===== src/rtl/ice_refractive_index_profile_unit_macros.svh =====
// ----------------------------------------------------------------------------
// Assertion macros for the refractive index profile unit
// Shared property wrappers; each expands to one labeled concurrent assertion.
// ----------------------------------------------------------------------------
`ifndef ICE_REFRACTIVE_INDEX_PROFILE_UNIT_MACROS_SVH
`define ICE_REFRACTIVE_INDEX_PROFILE_UNIT_MACROS_SVH

// same-cycle implication, sampled on clk, off during reset
`define IRIP_ASSERT_IMPLY(lbl, ante, cons, msg) \
    lbl: assert property (@(posedge clk) disable iff (!rst_n) (ante) |-> (cons)) \
        else $error(msg);

// next-cycle implication, sampled on clk, off during reset
`define IRIP_ASSERT_NEXT(lbl, ante, cons, msg) \
    lbl: assert property (@(posedge clk) disable iff (!rst_n) (ante) |=> (cons)) \
        else $error(msg);

`endif


===== src/rtl/irip_pkg.sv =====
// ----------------------------------------------------------------------------
// irip_pkg
// Shared widths, constants, coefficient tables and control types of the
// refractive index profile unit.
// ----------------------------------------------------------------------------
`default_nettype none

package irip_pkg;

    // bump table size and derived widths
    localparam int MAX_PERTURB = 8;
    localparam int CNT_W       = $clog2(MAX_PERTURB + 1);
    localparam int IDX_W       = (MAX_PERTURB > 1) ? $clog2(MAX_PERTURB) : 1;

    // field widths
    localparam int DEPTH_W = 24;
    localparam int AMP_W   = 17;
    localparam int WID_W   = 23;
    localparam int INDEX_W = 20;
    localparam int ACC_W   = 24;
    localparam int T_W     = 26;
    localparam int Q30_W   = 31;
    localparam int RQ_W    = 19;

    // fixed-point constants
    localparam logic [Q30_W-1:0]          ONE_Q30    = 31'd1073741824;
    localparam logic [Q30_W-1:0]          E1_Q30     = 31'd395007543;
    localparam logic signed [ACC_W-1:0]   COEF_A     = 24'sd116654;
    localparam logic [INDEX_W-1:0]        INDEX_MAX  = 20'hFFFFF;
    localparam logic [INDEX_W-1:0]        INDEX_ONE  = 20'd65536;
    localparam logic [4:0]                N_LIMIT    = 5'd24;
    localparam logic [4:0]                K_LAST     = 5'd16;
    localparam logic [4:0]                DIV_LAST   = 5'd18;

    typedef enum logic [1:0] {
        ACT_EVAL  = 2'd0,
        ACT_ADD   = 2'd1,
        ACT_CLEAR = 2'd2,
        ACT_NONE  = 2'd3
    } act_t;

    typedef enum logic [1:0] {
        STAT_OK         = 2'd0,
        STAT_FULL       = 2'd1,
        STAT_ZERO_WIDTH = 2'd2,
        STAT_UNUSED     = 2'd3
    } status_t;

    typedef enum logic [3:0] {
        OP_NONE,
        OP_LOAD,
        OP_UPDATE,
        OP_BASE_T,
        OP_EXP_SETUP,
        OP_EXP_MUL,
        OP_EXP_DIVQ,
        OP_EXP_DIVC,
        OP_EXP_POW,
        OP_BASE_ACC,
        OP_BUMP_DIFF,
        OP_BUMP_CHK,
        OP_DIV_STEP,
        OP_SQUARE,
        OP_BUMP_ACC,
        OP_RESULT
    } op_t;

    typedef enum logic [3:0] {
        S_IDLE,
        S_UPDATE,
        S_BASE_T,
        S_EXP_SETUP,
        S_EXP_MUL,
        S_EXP_DIVQ,
        S_EXP_DIVC,
        S_EXP_POW,
        S_BASE_ACC,
        S_BUMP_LOOP,
        S_BUMP_CHK,
        S_DIV,
        S_SQUARE,
        S_BUMP_ACC,
        S_RESULT
    } state_t;

    // command from controller to datapath
    typedef struct packed {
        op_t op;
    } ctrl_t;

    // status from datapath to controller
    typedef struct packed {
        act_t act;
        logic air;
        logic n_big;
        logic n_zero;
        logic k_last;
        logic div_last;
        logic far;
        logic bump_done;
        logic out_free;
    } stat_t;

    // B in Q0.16; unused select falls back to set 0
    function automatic logic [14:0] coef_b(input logic [2:0] sel);
        logic [14:0] b;
        unique case (sel)
            3'd1:    b = 15'd30409;
            3'd2:    b = 15'd30147;
            3'd3:    b = 15'd30147;
            3'd4:    b = 15'd27722;
            3'd5:    b = 15'd31457;
            3'd6:    b = 15'd28508;
            default: b = 15'd27984;
        endcase
        return b;
    endfunction

    // C in Q0.24
    function automatic logic [18:0] coef_c(input logic [2:0] sel);
        logic [18:0] c;
        unique case (sel)
            3'd1:    c = 19'd409364;
            3'd2:    c = 19'd486539;
            3'd3:    c = 19'd452985;
            3'd4:    c = 19'd452985;
            3'd5:    c = 19'd335544;
            3'd6:    c = 19'd268435;
            default: c = 19'd234881;
        endcase
        return c;
    endfunction

    // ceil(2^32 / k) for the series divisors 1..16
    function automatic logic [32:0] recip(input logic [4:0] k);
        logic [32:0] r;
        unique case (k)
            5'd2:    r = 33'd2147483648;
            5'd3:    r = 33'd1431655766;
            5'd4:    r = 33'd1073741824;
            5'd5:    r = 33'd858993460;
            5'd6:    r = 33'd715827883;
            5'd7:    r = 33'd613566757;
            5'd8:    r = 33'd536870912;
            5'd9:    r = 33'd477218589;
            5'd10:   r = 33'd429496730;
            5'd11:   r = 33'd390451573;
            5'd12:   r = 33'd357913942;
            5'd13:   r = 33'd330382100;
            5'd14:   r = 33'd306783379;
            5'd15:   r = 33'd286331154;
            5'd16:   r = 33'd268435456;
            default: r = 33'd4294967296;
        endcase
        return r;
    endfunction

endpackage

`default_nettype wire


===== src/rtl/irip_ctrl.sv =====
// ----------------------------------------------------------------------------
// irip_ctrl
// Sequencer of the profile unit: steps the datapath through table updates,
// the base exponential and the walk over the stored bumps.
// ----------------------------------------------------------------------------
`default_nettype none

module irip_ctrl (
    input  wire logic            clk,
    input  wire logic            rst_n,
    input  wire logic            in_valid,
    output logic                 in_ready,
    input  wire irip_pkg::stat_t st,
    output irip_pkg::ctrl_t      ctrl
);
    import irip_pkg::*;

    state_t state_reg, state_next;
    logic   phase_reg, phase_next;  // 0 base term, 1 bump term

    // state and phase registers
    always_ff @(posedge clk or negedge rst_n)
    begin
        if (!rst_n)
        begin
            state_reg <= S_IDLE;
            phase_reg <= 1'b0;
        end
        else
        begin
            state_reg <= state_next;
            phase_reg <= phase_next;
        end
    end

    // next state
    always_comb
    begin
        state_next = state_reg;
        phase_next = phase_reg;
        unique case (state_reg)
            S_IDLE:
                if (in_valid)
                    state_next = S_UPDATE;
            S_UPDATE:
                if (st.act == ACT_EVAL && !st.air)
                    state_next = S_BASE_T;
                else
                    state_next = S_RESULT;
            S_BASE_T:
            begin
                phase_next = 1'b0;
                state_next = S_EXP_SETUP;
            end
            S_EXP_SETUP:
                if (st.n_big)
                    state_next = phase_reg ? S_BUMP_ACC : S_BASE_ACC;
                else
                    state_next = S_EXP_MUL;
            S_EXP_MUL:
                state_next = S_EXP_DIVQ;
            S_EXP_DIVQ:
                state_next = S_EXP_DIVC;
            S_EXP_DIVC:
                state_next = st.k_last ? S_EXP_POW : S_EXP_MUL;
            S_EXP_POW:
                if (st.n_zero)
                    state_next = phase_reg ? S_BUMP_ACC : S_BASE_ACC;
            S_BASE_ACC:
                state_next = S_BUMP_LOOP;
            S_BUMP_LOOP:
                state_next = st.bump_done ? S_RESULT : S_BUMP_CHK;
            S_BUMP_CHK:
                state_next = st.far ? S_BUMP_LOOP : S_DIV;
            S_DIV:
                if (st.div_last)
                    state_next = S_SQUARE;
            S_SQUARE:
            begin
                phase_next = 1'b1;
                state_next = S_EXP_SETUP;
            end
            S_BUMP_ACC:
                state_next = S_BUMP_LOOP;
            S_RESULT:
                if (st.out_free)
                    state_next = S_IDLE;
            default:
                state_next = S_IDLE;
        endcase
    end

    // commands
    always_comb
    begin
        in_ready = 1'b0;
        ctrl.op  = OP_NONE;
        unique case (state_reg)
            S_IDLE:
            begin
                in_ready = 1'b1;
                if (in_valid)
                    ctrl.op = OP_LOAD;
            end
            S_UPDATE:    ctrl.op = OP_UPDATE;
            S_BASE_T:    ctrl.op = OP_BASE_T;
            S_EXP_SETUP: ctrl.op = OP_EXP_SETUP;
            S_EXP_MUL:   ctrl.op = OP_EXP_MUL;
            S_EXP_DIVQ:  ctrl.op = OP_EXP_DIVQ;
            S_EXP_DIVC:  ctrl.op = OP_EXP_DIVC;
            S_EXP_POW:
                if (!st.n_zero)
                    ctrl.op = OP_EXP_POW;
            S_BASE_ACC:  ctrl.op = OP_BASE_ACC;
            S_BUMP_LOOP:
                if (!st.bump_done)
                    ctrl.op = OP_BUMP_DIFF;
            S_BUMP_CHK:  ctrl.op = OP_BUMP_CHK;
            S_DIV:       ctrl.op = OP_DIV_STEP;
            S_SQUARE:    ctrl.op = OP_SQUARE;
            S_BUMP_ACC:  ctrl.op = OP_BUMP_ACC;
            S_RESULT:
                if (st.out_free)
                    ctrl.op = OP_RESULT;
            default:     ctrl.op = OP_NONE;
        endcase
    end

endmodule

`default_nettype wire


===== config.mk =====
export PLATFORM = sky130hd
export DESIGN_NAME = irip_ctrl
export DESIGN_NICKNAME = d
export VERILOG_FILES = /design/src/rtl/ice_refractive_index_profile_unit_macros.svh /design/src/rtl/irip_pkg.sv /design/src/rtl/irip_ctrl.sv
export SDC_FILE = /design/constraint.sdc
export NUM_CORES = 1
export LEC_CHECK = 0
export ABC_AREA = 1
export BUFFER_PORTS_ARGS = -buffer_cell sky130_fd_sc_hd__buf_2
export CAP_MARGIN = 0
export CORE_ASPECT_RATIO = 1.1
export CORE_MARGIN = 2
export CORE_UTILIZATION = 35
export CTS_CLUSTER_SIZE = 28
export DETAILED_ROUTE_END_ITERATION = 8
export GPL_TIMING_DRIVEN = 0
export PLACE_DENSITY = 0.57
export SLEW_MARGIN = 20
export SYNTH_ARGS = -nofsm -noshare
export SYNTH_HDL_FRONTEND = slang
export SYNTH_SLANG_ARGS = --single-unit

===== constraint.sdc =====
create_clock -name clk -period 2.1 [get_ports clk]
set_input_delay 0.315 -clock clk [delete_from_list [all_inputs] [get_ports clk]]
set_output_delay 0.315 -clock clk [all_outputs]
set_load 0.01 [all_outputs]

# Word level (Yosys, flattened, before mapping)
# Cells that the tools add are included.
# word_totals
elab_cells,46
output_inout_bits,5
inputBits,13
regBits,5
# classes
n_mux,18
n_reduce_logical,8
eq_ne,18
# op_table
cell,n
4-bit case mux with 15 select lines,1
4-bit case mux with 13 select lines,1
4-bit two-way mux,9
"4-bit equality test, second input constant",7
"4-bit by 3-bit equality test with 1-bit output, second input constant",4
"4-bit by 2-bit equality test with 1-bit output, second input constant",2
"2-bit != test, second input constant",4
3-bit two-way mux,2
"4-bit by 1-bit equality test with 1-bit output, second input constant",1
4-bit logical NOT,1
2-bit two-way mux,2
4-bit AND reduction,1
2-bit OR reduction,2
2-bit logical NOT,1
1-bit two-way mux,2
1-bit case mux with 2 select lines,1
2-bit nonzero test,1
1-bit logical AND,1
1-bit logical NOT,1

# Logic depth before layout (Yosys ltp)
# depth
depth_word,4
ltp_mapped,8
depth_no_buf,8

# Least setup slack after synthesis
# Ideal clock, no wire load.
# synth_path
path_kind,register to output
from,register state_reg[2]
to,output port ctrl[3] (netlist bit)
setup_slack_ps,743
stages_incl_launch_ff,7
arrival_time_ps,1042
cell_sequence,dfrtp_1 -> nand2_1 -> inv_1 -> nand3_1 -> nand2_1 -> nor2_1 -> nand4_1
# synth_lines
item,line,source
from (decl),irip_ctrl.sv:18,"state_t state_reg, state_next;"
from (signal assigned),irip_ctrl.sv:31,state_reg <= state_next;
to (decl),irip_ctrl.sv:14,output irip_pkg::ctrl_t ctrl

==> flow_summary.json <==
{
  "fin_crit_sh_pct": 88.97,
  "gp_congestion": 0.8053,
  "clock_sinks": 5,
  "n_fill_cell": 155,
  "setup_viol": 0,
  "seqPwrFrac_pct": 20.9,
  "timing.hold.ws_ps": 361.4,
  "hp-class": "in -> reg",
  "grt_pass1_wl_mm": 2.304,
  "skew_ps": 1.212,
  "cts_buffer_depth": 2,
  "switching_share_pct": 53.76,
  "avgViaCountPerCell": 4.898,
  "drv_cap": 0,
  "grt_max_degree": 9,
  "antenna_found_initial": 0,
  "peakVddDrop_uv": 688.1,
  "pre_cts_ws_ps": 502.0,
  "cp_slowest_cell": "dfrtp_1",
  "drive_above_1_share_pct": 29.46,
  "p_clk_share_pct": 10.5,
  "wl_met1_microns": 662,
  "hpwl_mm": 1.121,
  "hold_violations": 0,
  "via_count": 627,
  "internal_power_mw": 0.4865,
  "avgSynthCellArea_sq_um": 6.020,
  "synthCells": 90,
  "synth_flop_cell": "dfrtp_1",
  "critPathMaxStageDelay_ps": 450,
  "clockRootBuffer": "clkbuf_4",
  "synth_edf_count": 0,
  "rsz0062_at_grt": "no",
  "setup_ws_ps": 231.6,
  "status": "finished clean",
  "rows": 14,
  "h-tree-depth": 1,
  "ys_ff_latch": 5,
  "start_kind": "flop",
  "power.leakage_nw": 0.3916,
  "crit_required_ps": 1780,
  "cts_setup_buffers": 0,
  "final.min_clock_period_ps": 1868,
  "dieWidth_microns": 41.51,
  "path_clk_slew_ps": 40,
  "overflow": 0,
  "crit_fanout": 7,
  "io_buffers": 17,
  "yosysTopAreaCell": "dfrtp_1",
  "path_cells": "inv_2, nor2_2, nand3_1, nand2_1, nor2_1, o211ai_1, buf_2",
  "clk_latency_ps": 240,
  "coreArea_sq_um": 1401,
  "fin_nets": 126,
  "fin_util_pct": 48.75,
  "switchingPower_mw": 0.5656,
  "yosys_warnings": 0,
  "tritoncts": "done",
  "synth_top_area_share_pct": 23.09,
  "top_layer_used": "met4",
  "max_freq_mhz": 535.2,
  "power_frac_comb_pct": 68.6,
  "path_class": "reg -> out",
  "initial_core_util_pct": 38.66,
  "syn_to_final_growth_pct": 26.10,
  "ant_nets": 0,
  "ys_seq_area_share_pct": 23.09,
  "grt_usage_pct": 16.27,
  "routed-wl-met3_microns": 53,
  "wirelength_mm": 1.351,
  "ios": 18,
  "routedWlPerCell_microns": 10.55,
  "cellPowerDensity_nw_per_um2": 1540,
  "crit_path_end_kind": "output pin",
  "slew_headroom_pct": 78.41,
  "drc_errors": 0,
  "slew_viol_final": 0,
  "cts-resized-gates": 0,
  "synth.area.top_cells": "dfrtp_1 23%, nand2_1 22%, nor2_1 6.9%",
  "ys_types": 20,
  "n_antenna_cell": 0,
  "synth.cell_area_sq_um": 541.8,
  "first_iter_violations": 10,
  "cts_buffers": 3,
  "grt_pass1_vias": 584,
  "finalSetupTns_ps": 0,
  "tightest_slew_ps": 322.6,
  "critical_path_arrival_ps": 1550,
  "async_flop_share_pct": 100.0,
  "die-area_sq_um": 1879,
  "largest_register_ffs": 4,
  "syn-num-nets": 103,
  "wl_met2_microns": 621,
  "die_y_microns": 45.27,
  "dr.pass1.iters": 4
}
-- worst paths after layout --
kind	slack, ps	cells past startpoint	startpoint	to
max in group asynchronous	1560	2	rst_n	state_reg[3]
max reg2reg	730	6	state_reg[3]	state_reg[3]
max	230	7	state_reg[1]	ctrl[2]
min	360	4	st[3]	state_reg[0]
min reg2reg	540	2	phase_reg	phase_reg
min in group asynchronous	410	2	rst_n	phase_reg
-- layout by cell type, fill, tap and decap left out, types with 2 or more instances in the layout --
| cell | count |
|---|---|
| nand2_1 | 32 |
| clkbuf_4 | 3 |
| nand3b_2 | 2 |
| o211ai_1 | 2 |
| inv_2 | 3 |
| nor2_2 | 3 |
| inv_1 | 7 |
| nand4_1 | 3 |
| o21ai_0 | 5 |
| buf_2 | 17 |
| nand3_1 | 7 |
| nor2_1 | 10 |
| dfrtp_1 | 5 |
| o21ai_2 | 2 |
| nor2_4 | 2 |
-- metrics by stage --
stage | power [mW] | instances | area, sq um
after floorplan | 0.7329 | 90 | 541.8
after global placement | 0.9425 | 123 | 646.9
after detailed placement | 0.9435 | 123 | 646.9
after CTS | 1.061 | 128 | 683.2
after global routing | 1.175 | 128 | 683.2
final | 1.052 | 128 | 683.2
-- layer usage --
layer	track usage [%]	vias to the layer above
li1	-	341
met1	19.12	270
met2	28.75	14
met3	3.200	2
met4	7.742	0
met5	0	-
-- critical path: cells and delay by family (launching register included) --
kind | cells | cell delay [ps]
compound gates | 1 | 70
buf+inv | 2 | 220
flops | 1 | 450
simple gates | 4 | 570
-- power by group through the flow --
stage          Sequential (mW)  Clock (mW)  Combinational [mW]
2_1_floorplan            0.207           0               0.526
3_3_place_gp             0.218           0               0.725
3_5_place_dp             0.219           0               0.724
4_1_cts                  0.218       0.116               0.727
5_1_grt                  0.229       0.120               0.827
6_report                 0.220       0.110               0.722
-- cell usage after synthesis (2+ instances only) --
cell type,n
nand3b_2,2
nor2_2,3
o21ai_0,5
nand3_1,7
nor2_1,10
inv_1,7
nand2_1,32
o21ai_2,2
inv_2,3
nor2_4,2
o211ai_1,2
dfrtp_1,5
nand4_1,3
-- layout make-up --
| type | count | area (sq um) | share of cell area [%] |
|---|---|---|---|
| Multi-Input combinational cell | 75 | 379.1 | 55.49 |
| Sequential cell | 5 | 125.1 | 18.32 |
| Timing Repair Buffer | 18 | 95.09 | 13.92 |
| Inverter | 10 | 37.54 | 5.495 |
| Clock buffer | 4 | 26.28 | 3.846 |
| Tap cell | 16 | 20.02 | 2.930 |
-- repair_timing --
action / 4_1_cts / 5_1_grt
endpoints found under the setup margin: 0 / 0
hold buffers: 1 / 0
endpoints found under the hold margin: 5 / 0
-- cells by family after synthesis --
logic type / synth area share [%]
flip-flops: 23.09
AO/OA/AOI/OAI: 14.55
AND/OR/NAND/NOR: 55.43
buffers and inverters: 6.929
Power figures use the tool's default switching activity.
